--- src/hdl/tpm_pkg.sv ---
// shared types and constants of the task period and load monitor
`default_nettype none

package tpm_pkg;

   typedef enum logic [1:0] {
      OP_RUN_IN  = 2'd0,
      OP_RUN_OUT = 2'd1,
      OP_TICK    = 2'd2,
      OP_READ    = 2'd3
   } tpm_op_type;

   typedef struct packed {
      tpm_op_type  op;
      logic [31:0] delta;
      logic [3:0]  sel;
      logic        first;
      logic        drop;
   } tpm_item_type;

   typedef logic [5:0][31:0] tpm_ext_type;

   localparam int unsigned EXT_MAX_HOUR = 0;
   localparam int unsigned EXT_MIN_HOUR = 1;
   localparam int unsigned EXT_MAX_DAY  = 2;
   localparam int unsigned EXT_MIN_DAY  = 3;
   localparam int unsigned EXT_MAX_ALL  = 4;
   localparam int unsigned EXT_MIN_ALL  = 5;

   localparam logic [3:0] STAT_LOAD_BASE = 4'd6;
   localparam logic [3:0] STAT_END       = 4'd12;

endpackage

`default_nettype wire

--- src/hdl/tpm_front.sv ---
// front end: takes events, forms the delta and classifies each item
`default_nettype none

module tpm_front (
   input  wire logic                 clock,
   input  wire logic                 reset,
   input  wire logic                 req_valid,
   output logic                      req_stall,
   input  wire logic [1:0]           req_operation,
   input  wire logic [31:0]          req_timestamp_us,
   input  wire logic [3:0]           req_stat_select,
   input  wire logic [31:0]          ignore_limit_us,
   input  wire logic                 queue_full,
   output logic                      push,
   output tpm_pkg::tpm_item_type     push_item
);
   import tpm_pkg::*;

   logic [31:0] last_in_ff;
   logic [31:0] last_in_in;
   logic [31:0] delta;
   tpm_op_type  op;

   assign req_stall = queue_full;
   assign push      = req_valid && !queue_full;
   assign op        = tpm_op_type'(req_operation);
   assign delta     = req_timestamp_us - last_in_ff;

   always_comb begin
      push_item.op    = op;
      push_item.delta = delta;
      push_item.sel   = req_stat_select;
      push_item.first = (last_in_ff == 32'd0);
      push_item.drop  = (delta > ignore_limit_us);
      last_in_in      = last_in_ff;
      if (push && (op == OP_RUN_IN)) begin
         last_in_in = req_timestamp_us;
      end
   end

   always_ff @(posedge clock) begin
      if (reset) begin
         last_in_ff <= 32'd0;
      end else begin
         last_in_ff <= last_in_in;
      end
   end

endmodule

`default_nettype wire

--- src/hdl/tpm_queue.sv ---
// short queue of classified items between front and back
`default_nettype none

module tpm_queue #(
   parameter int unsigned DEPTH = 2
) (
   input  wire logic                 clock,
   input  wire logic                 reset,
   input  wire logic                 push,
   input  wire tpm_pkg::tpm_item_type push_item,
   output logic                      full,
   input  wire logic                 pop,
   output logic                      pop_valid,
   output tpm_pkg::tpm_item_type     pop_item
);
   import tpm_pkg::*;

   localparam int unsigned PTR_W = (DEPTH > 1) ? $clog2(DEPTH) : 1;
   localparam int unsigned CNT_W = $clog2(DEPTH + 1);
   localparam logic [PTR_W-1:0] PTR_LAST = PTR_W'(DEPTH - 1);
   localparam logic [CNT_W-1:0] CNT_FULL = CNT_W'(DEPTH);

   tpm_item_type     slot_ff [DEPTH];
   logic [PTR_W-1:0] wr_ptr_ff;
   logic [PTR_W-1:0] wr_ptr_in;
   logic [PTR_W-1:0] rd_ptr_ff;
   logic [PTR_W-1:0] rd_ptr_in;
   logic [CNT_W-1:0] count_ff;
   logic [CNT_W-1:0] count_in;
   logic             do_pop;

   assign full      = (count_ff == CNT_FULL);
   assign pop_valid = (count_ff != '0);
   assign pop_item  = slot_ff[rd_ptr_ff];
   assign do_pop    = pop && pop_valid;

   always_comb begin
      wr_ptr_in = wr_ptr_ff;
      rd_ptr_in = rd_ptr_ff;
      count_in  = count_ff;
      if (push) begin
         wr_ptr_in = (wr_ptr_ff == PTR_LAST) ? '0 : wr_ptr_ff + PTR_W'(1);
      end
      if (do_pop) begin
         rd_ptr_in = (rd_ptr_ff == PTR_LAST) ? '0 : rd_ptr_ff + PTR_W'(1);
      end
      if (push && !do_pop) begin
         count_in = count_ff + CNT_W'(1);
      end else if (!push && do_pop) begin
         count_in = count_ff - CNT_W'(1);
      end
   end

   always_ff @(posedge clock) begin
      if (reset) begin
         wr_ptr_ff <= '0;
         rd_ptr_ff <= '0;
         count_ff  <= '0;
      end else begin
         wr_ptr_ff <= wr_ptr_in;
         rd_ptr_ff <= rd_ptr_in;
         count_ff  <= count_in;
      end
   end

   always_ff @(posedge clock) begin
      if (push) begin
         slot_ff[wr_ptr_ff] <= push_item;
      end
   end

endmodule

`default_nettype wire

--- src/hdl/tpm_back.sv ---
// back end: statistics, window timers and the result register
`default_nettype none

module tpm_back (
   input  wire logic                 clock,
   input  wire logic                 reset,
   input  wire logic                 item_valid,
   input  wire tpm_pkg::tpm_item_type item,
   output logic                      pop,
   input  wire logic [31:0]          hour_window_ms,
   input  wire logic [31:0]          day_window_ms,
   output logic                      rsp_valid,
   input  wire logic                 rsp_stall,
   output logic [31:0]               rsp_period_us,
   output logic [31:0]               rsp_load_us,
   output logic [31:0]               rsp_run_count,
   output logic                      rsp_in_task,
   output logic [31:0]               rsp_stat_value
);
   import tpm_pkg::*;

   function automatic tpm_ext_type tpm_fold(tpm_ext_type e, logic [31:0] d);
      tpm_ext_type r;
      r = e;
      if (d > r[EXT_MAX_HOUR]) begin
         r[EXT_MAX_HOUR] = d;
         if (r[EXT_MAX_DAY] < d) begin
            r[EXT_MAX_DAY] = d;
            if (r[EXT_MAX_ALL] < d) begin
               r[EXT_MAX_ALL] = d;
            end
         end
      end
      if (d < r[EXT_MIN_HOUR]) begin
         r[EXT_MIN_HOUR] = d;
         if (r[EXT_MIN_DAY] > d) begin
            r[EXT_MIN_DAY] = d;
            if ((r[EXT_MIN_ALL] > d) || (r[EXT_MIN_ALL] == 32'd0)) begin
               r[EXT_MIN_ALL] = d;
            end
         end else if (r[EXT_MIN_DAY] == 32'd0) begin
            r[EXT_MIN_DAY] = d;
         end
      end else if (r[EXT_MIN_HOUR] == 32'd0) begin
         r[EXT_MIN_HOUR] = d;
      end
      return r;
   endfunction

   logic        rsp_valid_ff;
   logic        rsp_valid_in;
   logic [31:0] stat_ff;
   logic [31:0] stat_in;
   logic [31:0] period_ff;
   logic [31:0] period_in;
   logic [31:0] load_ff;
   logic [31:0] load_in;
   logic [31:0] run_count_ff;
   logic [31:0] run_count_in;
   logic        running_ff;
   logic        running_in;
   tpm_ext_type pext_ff;
   tpm_ext_type pext_in;
   tpm_ext_type lext_ff;
   tpm_ext_type lext_in;
   logic [31:0] hour_rem_ff;
   logic [31:0] hour_rem_in;
   logic [31:0] day_rem_ff;
   logic [31:0] day_rem_in;
   logic        hour_armed_ff;
   logic        hour_armed_in;
   logic        day_armed_ff;
   logic        day_armed_in;

   assign pop            = item_valid && (!rsp_valid_ff || !rsp_stall);
   assign rsp_valid      = rsp_valid_ff;
   assign rsp_period_us  = period_ff;
   assign rsp_load_us    = load_ff;
   assign rsp_run_count  = run_count_ff;
   assign rsp_in_task    = running_ff;
   assign rsp_stat_value = stat_ff;

   always_comb begin
      tpm_ext_type pt;
      tpm_ext_type lt;
      logic [3:0]  lsel;
      pt            = pext_ff;
      lt            = lext_ff;
      lsel          = item.sel - STAT_LOAD_BASE;
      rsp_valid_in  = rsp_valid_ff && rsp_stall;
      stat_in       = stat_ff;
      period_in     = period_ff;
      load_in       = load_ff;
      run_count_in  = run_count_ff;
      running_in    = running_ff;
      pext_in       = pext_ff;
      lext_in       = lext_ff;
      hour_rem_in   = hour_rem_ff;
      day_rem_in    = day_rem_ff;
      hour_armed_in = hour_armed_ff;
      day_armed_in  = day_armed_ff;
      if (pop) begin
         rsp_valid_in = 1'b1;
         stat_in      = 32'd0;
         case (item.op)
            OP_RUN_IN: begin
               run_count_in = run_count_ff + 32'd1;
               if (!item.first && !item.drop) begin
                  period_in = item.delta;
                  if (hour_armed_ff && (hour_rem_ff == 32'd0)) begin
                     hour_rem_in      = hour_window_ms;
                     pt[EXT_MAX_HOUR] = item.delta;
                     pt[EXT_MIN_HOUR] = item.delta;
                     lt[EXT_MAX_HOUR] = 32'd0;
                     lt[EXT_MIN_HOUR] = '1;
                     if (day_armed_ff && (day_rem_ff == 32'd0)) begin
                        day_rem_in      = day_window_ms;
                        pt[EXT_MAX_DAY] = item.delta;
                        pt[EXT_MIN_DAY] = item.delta;
                        lt[EXT_MAX_DAY] = 32'd0;
                        lt[EXT_MIN_DAY] = '1;
                     end else if (!day_armed_ff) begin
                        day_rem_in   = day_window_ms;
                        day_armed_in = 1'b1;
                     end
                  end else if (!hour_armed_ff) begin
                     hour_rem_in   = hour_window_ms;
                     hour_armed_in = 1'b1;
                  end
                  pext_in    = tpm_fold(pt, item.delta);
                  lext_in    = lt;
                  running_in = 1'b1;
               end
            end
            OP_RUN_OUT: begin
               if (!item.drop) begin
                  load_in    = item.delta;
                  lext_in    = tpm_fold(lext_ff, item.delta);
                  running_in = 1'b0;
               end
            end
            OP_TICK: begin
               if (hour_armed_ff && (hour_rem_ff != 32'd0)) begin
                  hour_rem_in = hour_rem_ff - 32'd1;
               end
               if (day_armed_ff && (day_rem_ff != 32'd0)) begin
                  day_rem_in = day_rem_ff - 32'd1;
               end
            end
            OP_READ: begin
               if (item.sel < STAT_LOAD_BASE) begin
                  stat_in = pext_ff[item.sel[2:0]];
               end else if (item.sel < STAT_END) begin
                  stat_in = lext_ff[lsel[2:0]];
               end
            end
            default: begin
               stat_in = 32'd0;
            end
         endcase
      end
   end

   always_ff @(posedge clock) begin
      if (reset) begin
         rsp_valid_ff  <= 1'b0;
         period_ff     <= 32'd0;
         load_ff       <= 32'd0;
         run_count_ff  <= 32'd0;
         running_ff    <= 1'b0;
         pext_ff       <= '0;
         lext_ff       <= '0;
         hour_rem_ff   <= 32'd0;
         day_rem_ff    <= 32'd0;
         hour_armed_ff <= 1'b0;
         day_armed_ff  <= 1'b0;
      end else begin
         rsp_valid_ff  <= rsp_valid_in;
         period_ff     <= period_in;
         load_ff       <= load_in;
         run_count_ff  <= run_count_in;
         running_ff    <= running_in;
         pext_ff       <= pext_in;
         lext_ff       <= lext_in;
         hour_rem_ff   <= hour_rem_in;
         day_rem_ff    <= day_rem_in;
         hour_armed_ff <= hour_armed_in;
         day_armed_ff  <= day_armed_in;
      end
   end

   always_ff @(posedge clock) begin
      stat_ff <= stat_in;
   end

`ifndef ASSERT_OFF
   a_day_needs_hour: assert property (@(posedge clock) disable iff (reset)
      day_armed_ff |-> hour_armed_ff)
      else $error("day timer armed without hour timer");

   a_hour_stays_armed: assert property (@(posedge clock) disable iff (reset)
      hour_armed_ff |=> hour_armed_ff)
      else $error("hour timer disarmed");

   a_run_out_clears: assert property (@(posedge clock) disable iff (reset)
      (pop && (item.op == OP_RUN_OUT) && !item.drop) |=> !running_ff)
      else $error("accepted run-out left task running");
`endif

endmodule

`default_nettype wire

--- src/hdl/task_period_load_monitor_core.sv ---
// top level of the task period and load monitor with its control registers
`default_nettype none

// Takes one event transfer per clock cycle while req_stall is low and returns
// exactly one result transfer per event, in order. An accepted event is held in
// the queue slot and then in the back's result registers; the front computes the
// delta from the last run-in timestamp and the back updates the nested hour, day
// and all-time extremes and window timers as it takes an item, so the sustained
// rate is one event per cycle while the result side does not stall. QUEUE_DEPTH
// events are absorbed while the result side stalls before req_stall rises.
// Registers at byte addresses 0, 4 and 8 hold the ignore limit and the hour and
// day window lengths; write them only while idle.
module task_period_load_monitor_core #(
   parameter int unsigned QUEUE_DEPTH = 2
) (
   input  wire logic        clock,
   input  wire logic        reset,
   input  wire logic        req_valid,
   output logic             req_stall,
   input  wire logic [1:0]  req_operation,
   input  wire logic [31:0] req_timestamp_us,
   input  wire logic [3:0]  req_stat_select,
   output logic             rsp_valid,
   input  wire logic        rsp_stall,
   output logic [31:0]      rsp_period_us,
   output logic [31:0]      rsp_load_us,
   output logic [31:0]      rsp_run_count,
   output logic             rsp_in_task,
   output logic [31:0]      rsp_stat_value,
   input  wire logic        psel,
   input  wire logic        penable,
   input  wire logic        pwrite,
   input  wire logic [3:0]  paddr,
   input  wire logic [31:0] pwdata,
   output logic [31:0]      prdata,
   output logic             pready
);
   import tpm_pkg::*;

   localparam logic [3:0]  ADDR_IGNORE_LIMIT = 4'h0;
   localparam logic [3:0]  ADDR_HOUR_WINDOW  = 4'h4;
   localparam logic [3:0]  ADDR_DAY_WINDOW   = 4'h8;
   localparam logic [31:0] RST_IGNORE_LIMIT  = 32'd90000000;
   localparam logic [31:0] RST_HOUR_WINDOW   = 32'd3600000;
   localparam logic [31:0] RST_DAY_WINDOW    = 32'd86400000;

   logic [31:0]  ignore_limit_ff;
   logic [31:0]  hour_window_ff;
   logic [31:0]  day_window_ff;
   logic         csr_write;
   logic         queue_full;
   logic         push;
   tpm_item_type push_item;
   logic         pop;
   logic         pop_valid;
   tpm_item_type pop_item;

   assign pready    = 1'b1;
   assign csr_write = psel && penable && pwrite && pready;

   always_ff @(posedge clock) begin
      if (reset) begin
         ignore_limit_ff <= RST_IGNORE_LIMIT;
         hour_window_ff  <= RST_HOUR_WINDOW;
         day_window_ff   <= RST_DAY_WINDOW;
      end else if (csr_write) begin
         case (paddr)
            ADDR_IGNORE_LIMIT: ignore_limit_ff <= pwdata;
            ADDR_HOUR_WINDOW:  hour_window_ff  <= pwdata;
            ADDR_DAY_WINDOW:   day_window_ff   <= pwdata;
            default: begin
            end
         endcase
      end
   end

   always_comb begin
      case (paddr)
         ADDR_IGNORE_LIMIT: prdata = ignore_limit_ff;
         ADDR_HOUR_WINDOW:  prdata = hour_window_ff;
         ADDR_DAY_WINDOW:   prdata = day_window_ff;
         default:           prdata = 32'd0;
      endcase
   end

   tpm_front u_front (
      .clock            (clock),
      .reset            (reset),
      .req_valid        (req_valid),
      .req_stall        (req_stall),
      .req_operation    (req_operation),
      .req_timestamp_us (req_timestamp_us),
      .req_stat_select  (req_stat_select),
      .ignore_limit_us  (ignore_limit_ff),
      .queue_full       (queue_full),
      .push             (push),
      .push_item        (push_item)
   );

   tpm_queue #(
      .DEPTH (QUEUE_DEPTH)
   ) u_queue (
      .clock     (clock),
      .reset     (reset),
      .push      (push),
      .push_item (push_item),
      .full      (queue_full),
      .pop       (pop),
      .pop_valid (pop_valid),
      .pop_item  (pop_item)
   );

   tpm_back u_back (
      .clock          (clock),
      .reset          (reset),
      .item_valid     (pop_valid),
      .item           (pop_item),
      .pop            (pop),
      .hour_window_ms (hour_window_ff),
      .day_window_ms  (day_window_ff),
      .rsp_valid      (rsp_valid),
      .rsp_stall      (rsp_stall),
      .rsp_period_us  (rsp_period_us),
      .rsp_load_us    (rsp_load_us),
      .rsp_run_count  (rsp_run_count),
      .rsp_in_task    (rsp_in_task),
      .rsp_stat_value (rsp_stat_value)
   );

endmodule

`default_nettype wire

--- config.mk ---
export PLATFORM = sky130hd
export DESIGN_NAME = task_period_load_monitor_core
export DESIGN_NICKNAME = d
export VERILOG_FILES = /design/src/hdl/tpm_pkg.sv /design/src/hdl/tpm_front.sv /design/src/hdl/tpm_queue.sv /design/src/hdl/tpm_back.sv /design/src/hdl/task_period_load_monitor_core.sv
export SDC_FILE = /design/constraint.sdc
export NUM_CORES = 2
export LEC_CHECK = 0
export ABC_CLOCK_PERIOD_IN_PS = 8860
export BUFFER_PORTS_ARGS = -buffer_cell sky130_fd_sc_hd__clkbuf_2
export CELL_PAD_IN_SITES_DETAIL_PLACEMENT = 0
export CELL_PAD_IN_SITES_GLOBAL_PLACEMENT = 1
export CORE_ASPECT_RATIO = 1.4
export CORE_MARGIN = 2
export CORE_UTILIZATION = 52
export CTS_BUF_LIST = sky130_fd_sc_hd__clkbuf_16
export DETAILED_ROUTE_END_ITERATION = 7
export MAX_ROUTING_LAYER = met4
export PLACE_DENSITY_LB_ADDON = 0.08
export SYNTH_ARGS = -nofsm -noshare
export SYNTH_HDL_FRONTEND = slang
export SYNTH_HIERARCHICAL = 1
export SYNTH_SLANG_ARGS = --single-unit
--- constraint.sdc ---
create_clock -name clock -period 8.86 [get_ports clock]
set_clock_uncertainty 0.15 [all_clocks]
set_input_delay 0.443 -clock clock [delete_from_list [all_inputs] [get_ports clock]]
set_output_delay 0.443 -clock clock [all_outputs]
set_load 0.03 [all_outputs]
Word level (Yosys, flattened, before mapping)
Memory sizes are Yosys's and may differ from the RTL's. A register that Yosys moved wholly into a read port is not among the register bits.
Index checks and enable logic that the tools add are counted.
- register bits after elaboration: 712
- latch bits: 0
- memory bits (writable): 80
- memory bits (read-only): 0
- input port bits: 81
- output and inout bits: 164
- word-level logic and storage cells: 202
- memories: 1
- $add $sub $neg: 9
- multipliers: 0
- div/mod/pow operators: 0
- order comparisons: 17
- equality and inequality tests: 19
- shift operators: 0
- multiplexer cells: 62
- bitwise operators: 4
- reductions and logical operators: 61
- memory list (memory ; depth ; width ; rd ports ; clocked after memory_dff ; wr ports ; line ; RTL):
    u_queue.slot_ff ; 2 ; 40 ; 1 ; 1 ; 1 ; tpm_queue.sv:23 ; tpm_item_type slot_ff [DEPTH];
- operator list (kind ; count):
    32-bit two-way mux ; 35
    128-bit two-way mux ; 6
    192-bit one-hot mux with 2 select lines ; 1
    32-bit logical NOT ; 9
    32-bit > comparator ; 7
    32-bit binary-select mux with 3-bit select ; 2
    32-bit < comparator ; 6
    192-bit two-way mux ; 1
    64-bit two-way mux ; 2
    32-bit one-hot mux with 2 select lines ; 2
    32-bit one-hot mux with 3 select lines ; 1
    32-bit nonzero test ; 2
    32-bit by 1-bit subtractor with 32-bit output, second input constant ; 2
    32-bit by 1-bit adder with 32-bit output, second input constant ; 1
    32-bit subtractor ; 1
    6-bit AND reduction ; 5
    2-bit by 1-bit inequality test with 1-bit output, second input constant ; 8
    8-bit AND reduction ; 2
    1-bit logical AND ; 14
    7-bit AND reduction ; 2
    5-bit AND reduction ; 2
    1-bit two-way mux ; 9
    3-bit by 4-bit < comparator with 1-bit output, second input constant ; 2
    2-bit AND reduction ; 4
    23 further kinds ; 46

Logic depth before layout (Yosys ltp)
- depth in word-level cells: 11
- depth in mapped cells: 22
- depth with buffers taken out: 18

Modules after synthesis
Netlist, hierarchy kept.
- modules (own cells, without submodules) (module ; instances ; cells an instance ; area an instance (sq um) ; sequential area each (sq um)):
    tpm_back ; 1 ; 4024 ; 35212.5 ; 11931.4
    task_period_load_monitor_core ; 1 ; 445 ; 4357.9 ; 1921.8
    tpm_front ; 1 ; 567 ; 3932.5 ; 640.6
    tpm_queue ; 1 ; 146 ; 3084.2 ; 2502.4

Worst setup path before layout
Ideal clock, no wire load.
- path type: register to register
- start point: reg u_back.hour_rem_ff[22]
- end point: reg u_back/pext_ff[100] (netlist name)
- setup time: 0.072 ns
- arrival time: 4.673 ns
- required time: 8.638 ns
- path slack: 3.965 ns
- cell stages (with the launch flop): 21
- clock period less this slack: 4.895 ns
- path through: dfxtp_1 or4_1 buf_2 nor4_2 and2_1 nand3_1 or4_4 clkbuf_1 clkbuf_1 nand2_1 nand2_1 ha_1 a21o_1 a21o_1 a211oi_1 o21ai_0 a31o_2 o2111a_1 a21oi_1 buf_2 mux2i_1
- longest elaborated chain between the ends: 10
- elaborated cells on any way between the ends: 12
- classes of those cells: 2 x order compare; 7 x mux; 3 x reduce/logical
- RTL lines (what ; line ; RTL):
    start: declaration ; tpm_back.sv:66 ; logic [31:0] hour_rem_ff;
    start signal: assignment ; tpm_back.sv:185 ; hour_rem_ff <= hour_rem_in;
    32-bit logical NOT * ; tpm_back.sv:110 ; if (hour_armed_ff && (hour_rem_ff == 32'd0)) begin
    1-bit logical AND * ; tpm_back.sv:110 ;
    128-bit two-way mux * ; tpm_back.sv:110 ;
    128-bit two-way mux * ; tpm_back.sv:108 ; if (!item.first && !item.drop) begin
    128-bit two-way mux * ; tpm_back.sv:105 ; case (item.op)
    128-bit two-way mux * ; tpm_back.sv:102 ; if (pop) begin
    branches (longest 3 deep; another with 32-bit > comparator) ; n/a ;
    32-bit two-way mux * ; tpm_back.sv:34 ; if (d < r[EXT_MIN_HOUR]) begin
    end signal: assignment ; tpm_back.sv:183 ; pext_ff <= pext_in;
    end: declaration ; tpm_back.sv:62 ; tpm_ext_type pext_ff;
Mark *: on every way between the ends. The select of a mux whose other input is x is not followed.
A chain may end at the register's enable or synchronous reset.

Final worst setup path
- start point: reg u_back.hour_rem_ff[22]
- end point: reg u_back/pext_ff[87] (netlist name)
- longest elaborated chain between the ends: 9
- elaborated cells on any way between the ends: 10
- classes of those cells: 2 x order compare; 6 x mux; 2 x reduce/logical
- RTL lines (what ; line ; RTL):
    32-bit logical NOT * ; tpm_back.sv:110 ;
    1-bit logical AND * ; tpm_back.sv:110 ;
    128-bit two-way mux * ; tpm_back.sv:110 ;
    128-bit two-way mux * ; tpm_back.sv:108 ;
    128-bit two-way mux * ; tpm_back.sv:105 ;
    128-bit two-way mux * ; tpm_back.sv:102 ;
    32-bit < comparator ; tpm_back.sv:27 ; if (r[EXT_MAX_DAY] < d) begin
    32-bit two-way mux ; tpm_back.sv:27 ;
    32-bit two-way mux * ; tpm_back.sv:25 ; if (d > r[EXT_MAX_HOUR]) begin
Every way passes the cells marked *; elsewhere a longest branch is shown, timed or not. The select of a mux whose other input is x is not followed.

==> flow_summary.json <==
{
  "drc_errors": 0,
  "p_int_mw": 7.58,
  "rsz0062_at_grt": "no",
  "fin_setup_tns_ns": 0,
  "vias_per_cell": 6.31,
  "initial_core_util": 0.526,
  "slowest_delay_ns": 0.96,
  "crit_cells": 17,
  "ctsHtreeMaxLevel": 3,
  "finalMaxSlewViolations": 0,
  "use_met3": 0.0548,
  "hp-class": "in -> reg",
  "crit_buf_inv": 2,
  "netlist_area_mm2": 0.0466,
  "power_mw": 13.1,
  "root_buffer": "clkbuf_16",
  "worst_path_max_delay_cell": "or4_4",
  "wirelength_mm": 183,
  "ios": 245,
  "cts_tree": "built",
  "grt-ovfl-total": 0,
  "first_iter_violations": 3606,
  "cts_made_buffers": 85,
  "synth.area.top_cells": "dfxtp_1 (29%), ha_1 (12%), mux2i_1 (8.1%)",
  "clock_sinks": 793,
  "yosysWarnings": 6,
  "async_reset_ff_frac": 0,
  "seq_power_share": 0.323,
  "worstSetupPathType": "reg -> reg",
  "power_frac_comb": 0.404,
  "clockPowerShare": 0.273,
  "dpl_cell_area_mm2": 0.0488,
  "clk_latency_ns": 0.67,
  "ys_types": 92,
  "final_util": 0.589,
  "final_area_mm2": 0.0522,
  "clkSlewWorstSetupHoldPaths_ns": 0.06,
  "swShare": 0.419,
  "holdWs_ns": 0.0530,
  "crit_required_ns": 9.30,
  "worstPathArrival_ns": 7.17,
  "die_w_um": 257,
  "regArea_mm2": 0.0170,
  "routedWlPerCell_um": 27.8,
  "area_growth_pct": 12.1,
  "die_area_mm2": 0.0920,
  "port_buffers": 243,
  "synth_top_area_frac": 0.293,
  "critPathCaptureType": "flop",
  "fp.coreArea_mm2": 0.0886,
  "p_leak_nw": 22.1,
  "fin_ws_ns": 2.13,
  "syn_area_per_cell_um2": 8.99,
  "dp_cells": 6358,
  "power.switching_mw": 5.47,
  "cellPowerDensity_mw_per_mm2": 250,
  "fp-row-count": 129,
  "pre_cts_ws_ns": 2.25,
  "grt_max_degree": 226,
  "dieHeight_um": 358,
  "start_kind": "flop",
  "tightest_slew_ns": 1.36,
  "antenna_found_initial": 7,
  "fmax_ghz": 0.149,
  "status": "finished clean",
  "drtPass1Iterations": 6,
  "ctsResizeCount": 0,
  "synth_ff_type": "dfxtp_1",
  "slew_headroom": 0.0920,
  "cap_viol_max_count": 0,
  "grt_pass1_wl_mm": 266,
  "fin_crit_ns": 6.73,
  "drive_gt1_frac": 0.129,
  "multiInputGateArea_mm2": 0.0276,
  "place_congestion": 1.03,
  "min_period_over_period": 0.760,
  "cp_top_family": "simple AND/OR/NAND/NOR gates",
  "num-fill-cells": 7927,
  "synth_edf_count": 112,
  "grt_pass1_vias": 40400,
  "layout.cells.non_filler": 6591,
  "hpwlAfterDp_mm": 134,
  "use_met2": 0.680,
  "peakVddDrop_mv": 0.189,
  "rr_worst_depth": 17,
  "synthCells": 5182,
  "synth_seq_cells": 793,
  "hold_depth": 3,
  "track_usage": 0.403,
  "cp_cell_sequence": "or4_1, nor4_2, and2_1, nand3_1, or4_4, nand2_1, nand2_1, ha_1, nand4_1, nor4_1, inv_1, nor4_1, a21oi_1, nand2_1, o21a_2, buf_4, mux2i_1",
  "grt_util_met1": 0.419,
  "ys_seq_area_frac": 0.365,
  "top_usage_layer": "met2",
  "largest_registers": "u_back/lext_ff: 192 flops, u_back/pext_ff: 192 flops, u_queue/slot_ff: 80 flops",
  "crit_path_frequent_cell": "nand2_1",
  "syn_nets": 5711,
  "critical_path.max_fanout": 66,
  "nets": 5866,
  "cts_buffer_depth": 3,
  "num_vias": 41600,
  "ant_nets": 0,
  "setup_violations": 0,
  "yosysTopAreaCell": "dfxtp_1",
  "hold_violations": 0
}
-- layout make-up --
| cell class | count | share of cell area |
|---|---|---|
| multi-input cells | 3832 | 0.528 |
| flip-flops and latches | 793 | 0.326 |
| repair buffers | 391 | 0.0489 |
| clock buffers | 87 | 0.0417 |
| well taps | 1179 | 0.0283 |
| inverters | 234 | 0.0170 |
| clock inverters | 70 | 0.0103 |
| diodes | 5 | 0.000240 |
-- synthesized netlist by cell type (13+ instances only) --
master and n:
and3_1 19, a31oi_1 16, buf_4 17, o221a_2 56, nor2_1 408, nand2_1 799, clkbuf_1 236, or3_1 27
a22o_1 32, a222oi_1 32, mux4_2 96, edfxtp_1 112, dfxtp_1 681, ha_1 447, a21oi_1 372, buf_1 17
a21o_1 48, o31ai_1 15, buf_2 47, a22oi_1 24, o21ai_0 216, nor3_1 59, o21a_1 19, xnor2_1 26
nand3_1 94, mux2i_1 377, a211oi_1 49, a221oi_1 13, nand4_1 110, inv_1 233, o211ai_1 20, mux2_2 40
xor2_1 36, nor2b_1 17, nor4_1 83, nand2b_1 100
-- cells by family after synthesis --
family | Yosys count | share of synthesized area
muxes | 513 | 0.137
xor gates and xnor gates | 62 | 0.0117
other | 1 | 0.0000805
and+or+nand+nor | 1789 | 0.175
buffers and inverters | 557 | 0.0483
adders and majority gates | 448 | 0.120
DFF | 793 | 0.365
AOI/OAI and AO/OA | 1019 | 0.143
-- path summary, 6_finish.rpt --
check | from | endpoint | slack [ns]
setup / recovery | u_back/hour_rem_ff[22]$_SDFFE_PP0P_ | u_back/pext_ff[87]$_SDFFE_PP0P_ | 2.13
hold / removal | pwdata[4] | hour_window_ff[4]$_SDFFE_PP0P_ | 0.05
setup reg to reg | u_back/hour_rem_ff[22]$_SDFFE_PP0P_ | u_back/pext_ff[87]$_SDFFE_PP0P_ | 2.13
hold reg to reg | u_back/rsp_load_us[25]$_SDFFE_PP0P_ | u_back/rsp_load_us[25]$_SDFFE_PP0P_ | 0.30
-- per-layer routing --
layer / wire length, um / vias to the layer above
met4: 18300 / 0
met3: 10800 / 623
met5: 0 / -
met1: 65000 / 20200
li1: - / 19100
met2: 89400 / 1729
-- tightest hold or removal path: cells and delay by family --
family	cells	cell delay (ns)
AND/OR/NAND/NOR	1	0.16
buffers and inverters	1	0.12
multiplexers	1	0.09
-- cells in the final DEF (no fill, tap or decap), drive strengths merged, types with 26 or more instances in the layout --
cell type	instances
a211oi	51
a21o	48
a21oi	375
a222oi	32
a22o	32
buf	78
clkbuf	329
clkinv	30
dfxtp	681
dlygate4sd3	71
edfxtp	112
ha	447
inv	262
mux2	40
mux2i	377
mux4	96
nand2	801
nand2b	100
nand3	94
nand4	110
nor2	408
nor3	59
nor4	88
o21ai	221
o221a	66
or3	28
xnor2	26
xor2	36
-- power by group through the flow --
stage	registers [mW]	logic, mW	clock network [mW]
floorplan	4.33	3.05	0
global placement	4.28	5.06	0
detailed placement	4.29	5.09	0
CTS	4.21	5.14	3.60
global route	4.24	5.61	3.74
finish	4.22	5.27	3.56
-- timing repair --
action / 4_1_cts / 5_1_grt
hold buffers: 71 / 0
endpoints found under the hold margin: 155 / 0
buffers inserted: 0 / 0
(Power assumes the default switching activity.)
